<file path="config.mk">
export PLATFORM = sky130hd
export DESIGN_NAME = insertion_sort_batch
export DESIGN_NICKNAME = d
export VERILOG_FILES = /design/src/design/isb_pkg.sv /design/src/design/insertion_sort_batch.sv
export SDC_FILE = /design/constraint.sdc
export NUM_CORES = 1
export LEC_CHECK = 0
export CAP_MARGIN = 20
export CORE_MARGIN = 2
export CORE_UTILIZATION = 45
export CTS_BUF_LIST = sky130_fd_sc_hd__clkbuf_4 sky130_fd_sc_hd__clkbuf_8
export CTS_CLUSTER_SIZE = 10
export DETAILED_ROUTE_END_ITERATION = 8
export DONT_BUFFER_PORTS = 1
export MAX_ROUTING_LAYER = met4
export PLACE_DENSITY = 0.65
export REMOVE_ABC_BUFFERS = 1
export SKIP_LAST_GASP = 1
export SYNTH_ARGS = -nofsm -noshare
export SYNTH_HDL_FRONTEND = slang
export SYNTH_SLANG_ARGS = --single-unit
</file>
<file path="constraint.sdc">
create_clock -name clk_i -period 3.12 [get_ports clk_i]
set_clock_uncertainty 0.15 [all_clocks]
set_input_delay 0.312 -clock clk_i [delete_from_list [all_inputs] [get_ports clk_i]]
set_output_delay 0.312 -clock clk_i [all_outputs]
set_load 0.01 [all_outputs]
</file>
<file path="src/design/isb_pkg.sv">
// Package for the batch insertion sorter: store size and derived widths.
// No dependencies.
package isb_pkg;

  localparam int MaxLen = 16;
  localparam int DataW  = 32;
  localparam int AddrW  = $clog2(MaxLen);
  localparam int CntW   = $clog2(MaxLen + 1);

  typedef logic [AddrW-1:0] addr_t;
  typedef logic [CntW-1:0]  cnt_t;
  typedef logic signed [DataW-1:0] data_t;

endpackage

</file>
<file path="src/design/insertion_sort_batch.sv">
// Batch insertion sorter: one compare/move unit shifts the sorted store one entry per step.
// Insert: each step reads the entry below the gap and moves it up if larger or equal;
// a smaller entry or the bottom stops the shift (at most MaxLen - 1 moves); an empty store
// takes the word at once. Emission reads each word and holds it until it is taken; one
// store read port serves both. Not ready for a new word until the insertion (and emission,
// on batch end) has finished. Reset clears count, overflow flag and control, not the store.
module insertion_sort_batch (
  input  logic                clk_i,
  input  logic                rst_ni,
  input  logic                in_valid_i,
  output logic                in_ready_o,
  input  isb_pkg::data_t      value_i,
  input  logic                batch_end_i,
  output logic                out_valid_o,
  input  logic                out_ready_i,
  output isb_pkg::data_t      sorted_value_o,
  output logic                run_end_o,
  output logic                dropped_o
);

  typedef enum logic [2:0] {
    StIdle,
    StRead,
    StCompare,
    StPlace,
    StEmitRead,
    StEmitLoad,
    StEmitWait
  } state_e;

  state_e          state_q;
  isb_pkg::data_t  value_q;
  logic            last_q;
  isb_pkg::addr_t  pos_q;
  isb_pkg::addr_t  idx_q;
  isb_pkg::cnt_t   fill_q;
  logic            overflow_q;
  logic            out_valid_q;
  isb_pkg::data_t  out_data_q;
  logic            run_end_q;
  logic            dropped_q;

  isb_pkg::data_t  store_mem [isb_pkg::MaxLen];
  isb_pkg::data_t  rdata_q;
  isb_pkg::addr_t  raddr;
  isb_pkg::addr_t  waddr;
  isb_pkg::data_t  wdata;
  logic            we;
  logic            shift_up;
  logic            in_fire;

  assign in_fire  = in_valid_i && in_ready_o;
  assign shift_up = rdata_q >= value_q;

  always_comb begin
    raddr = pos_q - isb_pkg::addr_t'(1);
    we    = 1'b0;
    waddr = pos_q;
    wdata = value_q;
    unique case (state_q)
      StEmitRead: raddr = idx_q;
      StCompare: begin
        if (shift_up) begin
          we    = 1'b1;
          wdata = rdata_q;
        end
      end
      StPlace: we = 1'b1;
      default: ;
    endcase
  end

  always_ff @(posedge clk_i) begin
    if (we) begin
      store_mem[waddr] <= wdata;
    end
    rdata_q <= store_mem[raddr];
  end

  always_ff @(posedge clk_i or negedge rst_ni) begin
    if (!rst_ni) begin
      state_q     <= StIdle;
      fill_q      <= '0;
      overflow_q  <= 1'b0;
      out_valid_q <= 1'b0;
      last_q      <= 1'b0;
      pos_q       <= '0;
      idx_q       <= '0;
      run_end_q   <= 1'b0;
      dropped_q   <= 1'b0;
    end else begin
      unique case (state_q)
        StIdle: begin
          if (in_fire) begin
            value_q <= value_i;
            last_q  <= batch_end_i;
            pos_q   <= fill_q[isb_pkg::AddrW-1:0];
            idx_q   <= '0;
            if (fill_q == isb_pkg::cnt_t'(isb_pkg::MaxLen)) begin
              // Store full: the word is dropped, but a batch end still emits.
              overflow_q <= 1'b1;
              if (batch_end_i) begin
                state_q <= StEmitRead;
              end
            end else if (fill_q == '0) begin
              state_q <= StPlace;
            end else begin
              state_q <= StRead;
            end
          end
        end
        StRead: state_q <= StCompare;
        StCompare: begin
          if (shift_up) begin
            pos_q <= pos_q - isb_pkg::addr_t'(1);
            state_q <= (pos_q == isb_pkg::addr_t'(1)) ? StPlace : StRead;
          end else begin
            state_q <= StPlace;
          end
        end
        StPlace: begin
          fill_q  <= fill_q + isb_pkg::cnt_t'(1);
          state_q <= last_q ? StEmitRead : StIdle;
        end
        StEmitRead: state_q <= StEmitLoad;
        StEmitLoad: begin
          out_valid_q <= 1'b1;
          out_data_q  <= rdata_q;
          run_end_q   <= isb_pkg::cnt_t'(idx_q) == (fill_q - isb_pkg::cnt_t'(1));
          dropped_q   <= overflow_q;
          state_q     <= StEmitWait;
        end
        StEmitWait: begin
          if (out_ready_i) begin
            out_valid_q <= 1'b0;
            if (run_end_q) begin
              fill_q     <= '0;
              overflow_q <= 1'b0;
              state_q    <= StIdle;
            end else begin
              idx_q   <= idx_q + isb_pkg::addr_t'(1);
              state_q <= StEmitRead;
            end
          end
        end
        default: state_q <= StIdle;
      endcase
    end
  end

  assign in_ready_o     = state_q == StIdle;
  assign out_valid_o    = out_valid_q;
  assign sorted_value_o = out_data_q;
  assign run_end_o      = run_end_q;
  assign dropped_o      = dropped_q;

endmodule

</file>
# Word-level counts from Yosys, hierarchy flattened
# Memories as Yosys holds them, arrays and structs flattened. A register that Yosys moved wholly into a read port is not among the register bits.
# Index checks and enable logic that the tools add are counted.
[word_totals]
register_bits = 85
mem_bits_rw = 512
input_bits = 37
output_inout_bits = 36
word_cells = 83
n_memories = 1
[op_classes]
add_sub_neg = 4
n_lt_le_gt_ge = 1
n_eq_ne = 16
mux = 34
reduce_logical = 16
[memory_table]
columns = ["memory", "words", "width", "rd", "rd_ports_with_merged_regs", "write_ports", "line_no", "source"]
rows = [
  ["store_mem", 16, 32, 1, 1, 1, "insertion_sort_batch.sv:43", "isb_pkg::data_t store_mem [isb_pkg::MaxLen];"],
]
[ops]
columns = ["cell", "count"]
rows = [
  ["32-bit 2-to-1 mux", 2],
  ["32-bit greater-or-equal comparator", 1],
  ["4-bit 2-to-1 mux", 6],
  ["3-bit one-hot mux with 7 select lines", 1],
  ["3-bit 2-to-1 mux", 6],
  ["4-bit one-hot mux with 2 select lines", 2],
  ["3-bit AND reduction", 4],
  ["5-bit 2-to-1 mux", 2],
  ["5-bit one-hot mux with 2 select lines", 1],
  ["3-bit == test, second input constant", 3],
  ["1-bit 2-to-1 mux", 8],
  ["2-bit inequality test, second input constant", 4],
  ["2-bit nonzero test", 4],
  ["3-bit by 2-bit == test with 1-bit output, second input constant", 2],
  ["2-bit 2-to-1 mux", 3],
  ["1-bit one-hot mux with 2 select lines", 3],
  ["2-bit AND reduction", 3],
  ["5-bit by 1-bit adder with 5-bit output, second input constant", 1],
  ["4-bit by 5-bit == test with 1-bit output", 1],
  ["5-bit == test, second input constant", 1],
  ["5-bit zero test", 1],
  ["5-bit AND reduction", 1],
  ["5-bit by 1-bit subtractor with 5-bit output, second input constant", 1],
  ["4-bit by 1-bit adder with 4-bit output, second input constant", 1],
  ["8 further kinds", 9],
]

# Depth between registers and ports, before layout
[depth]
word_depth = 5
depth_mapped = 11
ltp_nobuf = 9

# Worst setup path after synthesis
# OpenSTA, ideal clock, no wires.
[synth_path]
path_type = "register to register"
startpoint = "register value_q[31]"
endpoint = "memory store_mem[10][0] (netlist bit), enable pin"
setup_time_ps = 391
arrival_time_ps = 2917
required_time_ps = 2579
slack_ps = -338
path_stages_with_launch = 11
path_buffers = 1
period_less_slack_ps = 3458
path_cell_list = "edfxtp_1 -> inv_1 -> ha_1 -> nand4_1 -> nor2_1 -> a221oi_1 -> o211ai_2 -> xor2_2 -> a21oi_4 -> buf_2 -> o2111a_1"
[synth_between]
elab_chain_cells = 5
[synth_lines]
columns = ["item", "line_no", "source"]
rows = [
  ["from (decl)", "insertion_sort_batch.sv:32", "isb_pkg::data_t value_q;"],
  ["from (signal assigned)", "insertion_sort_batch.sv:95", "value_q <= value_i;"],
  ["32-bit greater-or-equal comparator", "insertion_sort_batch.sv:53", "assign shift_up = rdata_q >= value_q;"],
  ["1-bit 2-to-1 mux", "insertion_sort_batch.sv:63", "if (shift_up) begin"],
  ["1-bit one-hot mux with 2 select lines", "insertion_sort_batch.sv:60", "unique case (state_q)"],
  ["1-bit 2-to-1 mux", "insertion_sort_batch.sv:74", "if (we) begin"],
  ["1-bit 2-to-1 mux (implied by the code)", "insertion_sort_batch.sv:75", "store_mem[waddr] <= wdata;"],
  ["to (decl)", "insertion_sort_batch.sv:43", ""],
]
# Every way passes these cells.

# Worst setup path after layout
[layout_path]
startpoint = "register value_q[26]"
endpoint = "memory store_mem[5][2] (netlist bit), enable pin"
# Same word-level chain as after synthesis.

==> out/metrics.cfg <==
[run_status]
run_status = finished, violations left
violations = setup timing

[final_layout]
multi_input_area_um2 = 6106
syn2layout_area_growth_pct = 21.67
final_cell_area_um2 = 30090
fin_nets = 1602
area.sequential_um2 = 18460
utilization_pct = 55.69
drive_gt1_share_pct = 34.06
fill_cells = 4080

[sta]
rsz0062_at_grt = yes
setup_viol = 34
fin_setup_tns_ns = -0.4327
drv_slew = 0
finalCritPeriodShare_pct = 101.1
holdWs_ns = 0.08520
final_hold_viol_count = 0
slew_headroom_pct = 54.45
fmax_mhz = 317.1
fin_ws_ns = -0.03386
worstMarginPinSlew_ns = 0.6816
period_needed_ns = 3.154

[die]
die-area_um2 = 56850
fp.dieW_um = 238.4
io_pins = 73
start_util_pct = 45.77
placeableCoreArea_um2 = 54030
die_h_um = 238.4
row_count = 85

[synthesis]
ys_ff_latch = 629
synth_top_area_share_pct = 69.94
synth_compound_area_share_pct = 5.065
synth_top_area_cell = edfxtp_1
yosys.area_share.simple_pct = 2.606
synth_fa_ha_area_share_pct = 2.024
synth_ff_type = edfxtp_1
synth-xor-area-share_pct = 0.4908
synthMuxAreaShare_pct = 13.08
synthArstFlopShare_pct = 3.339
synthTopCellsByArea = edfxtp_1, mux4_2, dfxtp_1, dfrtp_1, ha_1
synth_top_family_by_area = multiplexers
syn_area_per_cell_um2 = 19.35
synth_edf_count = 576
ys_seq_area_share_pct = 74.66
syn_area_um2 = 24730
syn_inst = 1278
synth.distinct_cells = 49
yosys_warnings = 0

[clocking]
cts.clk_slew.worst_paths_ns = 0.06
numClockSinks = 629
cts-root-buf = clkbuf_8
cts_made_buffers = 101
ctsLongestPathBuffers = 3
tritoncts = yes
clock_latency_ns = 0.70
htreeDepth = 3

[place]
portBuffers = 0
place_area_um2 = 26870
preCtsSetupSlack_ns = -0.3750
hpwl_mm = 34.12
gp_congestion = 0.8151

[critical_path]
cp.depth = 12
critPathMaxFanout = 16
cpMostUsedCell = buf_12
required_ns = 3.37
cpPeakStageDelay_ns = 0.39
slowest_stage = edfxtp_1
worstPathCellList = inv_1 -> ha_1 -> nand4_1 -> nor2_1 -> a221oi_2 -> o211ai_2 -> xor2_2 -> a21oi_4 -> buf_12 -> o2111a_2 -> buf_12 -> buf_16
r2r-start = value_q[26]
r2r_setup_slack_ns = -0.03
startpoint = value_q[26]
setup.worst_path.end = store_mem[5][2]
path_delay_family = compound AO/OA/AOI/OAI gates
cp-end-kind = flip-flop
crit_arrival_ns = 3.41
r2r_end = store_mem[5][2]
critPathBufInv = 4
critPathKind = reg -> reg
cp-start-kind = flip-flop
r2r_cells = 12

[global_routing]
grt.busiest_layer = met2
antenna_found_initial = 2
grt_overflow_total = 0
grt_max_degree = 57
gr-usage-met1_pct = 29.02
grt_util_all_layers_pct = 21.51
grt_pass1_vias = 13760
use_met3_pct = 4.859
grt_use_met2_pct = 32.87
grt_pass1_wl_mm = 86.62

[route]
drt-wirelength-per-cell_um = 26.22
vias = 13340
drt_pass1_iterations = 4
vias_per_cell = 5.773
routed_wl_mm = 60.58
ant_nets = 0
initialDrtViolationCount = 1321
drc = 0

[flow_run]
drv_cap = 0

[power]
ir_worst_vdd_v = 0.0005639
leakagePower_nw = 10.29
powerDensity_nw_per_um2 = 1060

[worst_hold_path]
hp-class = in -> reg

==> metrics by stage <==
step / power (mW) / instances
floorplan: 16.73 / 1211
finish: 31.90 / 2310
global route: 33.40 / 2310
detailed placement: 23.90 / 2045
global placement: 23.72 / 2045
CTS: 31.58 / 2285
==> cell usage in the layout (no fill, tap or decap), types with 35 or more instances in the layout <==
cell type      instances
clkbuf_8             114
dlygate4sd3_1         39
a21oi_1               45
buf_12                44
buf_4                107
mux4_2               128
ha_1                  36
a211oi_1              35
edfxtp_1             576
clkbuf_4              41
inv_1                 38
==> cell families after synthesis <==
kind of cell	after synthesis
AO/OA/AOI/OAI	200
XOR/XNOR	13
adder cells (fa/ha/maj)	40
buffers and inverters	109
flip-flops	629
multiplexers	163
AND/OR/NAND/NOR	124
==> state kept, by name (all words and copies together) (netlist names) <==
name / count
rdata_q: 32
overflow_q: 1
idx_q: 4
run_end_o: 1
value_q: 32
state_q: 3
store_mem: 512
dropped_o: 1
out_valid_o: 1
fill_q: 5
pos_q: 4
last_q: 1
sorted_value_o: 32
==> worst min-delay path by stage <==
stage | start | to | slack (ns) | cells past startpoint
2_1_floorplan | rst_ni | dropped_o | -0.13 | 0
3_3_place_gp | rst_ni | last_q | -0.13 | 0
3_5_place_dp | rst_ni | last_q | -0.13 | 0
4_1_cts | value_i[2] | value_q[2] | 0.03 | 1
5_1_grt | value_i[2] | value_q[2] | 0.06 | 1
6_report | value_i[16] | value_q[16] | 0.09 | 1
==> layer usage <==
metal	part of all wire (%)	wire [um]
met1	43	26140
met3	7.3	4393
met4	2.4	1479
met2	47	28560
met5	0	0
==> cell usage after synthesis (32+ instances only) <==
master / n
a211oi_1: 36
a21oi_1: 52
clkbuf_1: 32
dfxtp_1: 32
edfxtp_1: 576
ha_1: 40
inv_1: 42
mux2i_1: 33
mux4_2: 128
nand2_1: 34
nor2b_1: 33
o21ai_0: 76
==> where the power goes <==
part	switching (mW)	internal (mW)	total [mW]
Combinational	6.86	5.92	12.8
Sequential	0.606	11.2	11.8
Clock	3.23	4.08	7.32
Total	10.7	21.2	31.9
==> what timing repair did <==
action | CTS | global route
hold buffers | 38 | 1
cloned | 5 | 18
endpoints found under the setup margin | 1026 | 1012
pin swaps | 7 | 6
setup buffers | 7 | 4
resized for setup | 38 | 124
hold endpoints to repair | 85 | 9
==> cell type report <==
cell class	count	share of cell area [%]
Timing Repair Buffer	210	7.805
Antenna cell	2	0.01663
Clock buffer	153	6.188
Tap cell	696	2.894
Inverter	42	0.5240
Clock inverter	37	0.9148
Sequential cell	629	61.36
Multi-Input combinational cell	541	20.29
Power figures use the tool's default switching activity.
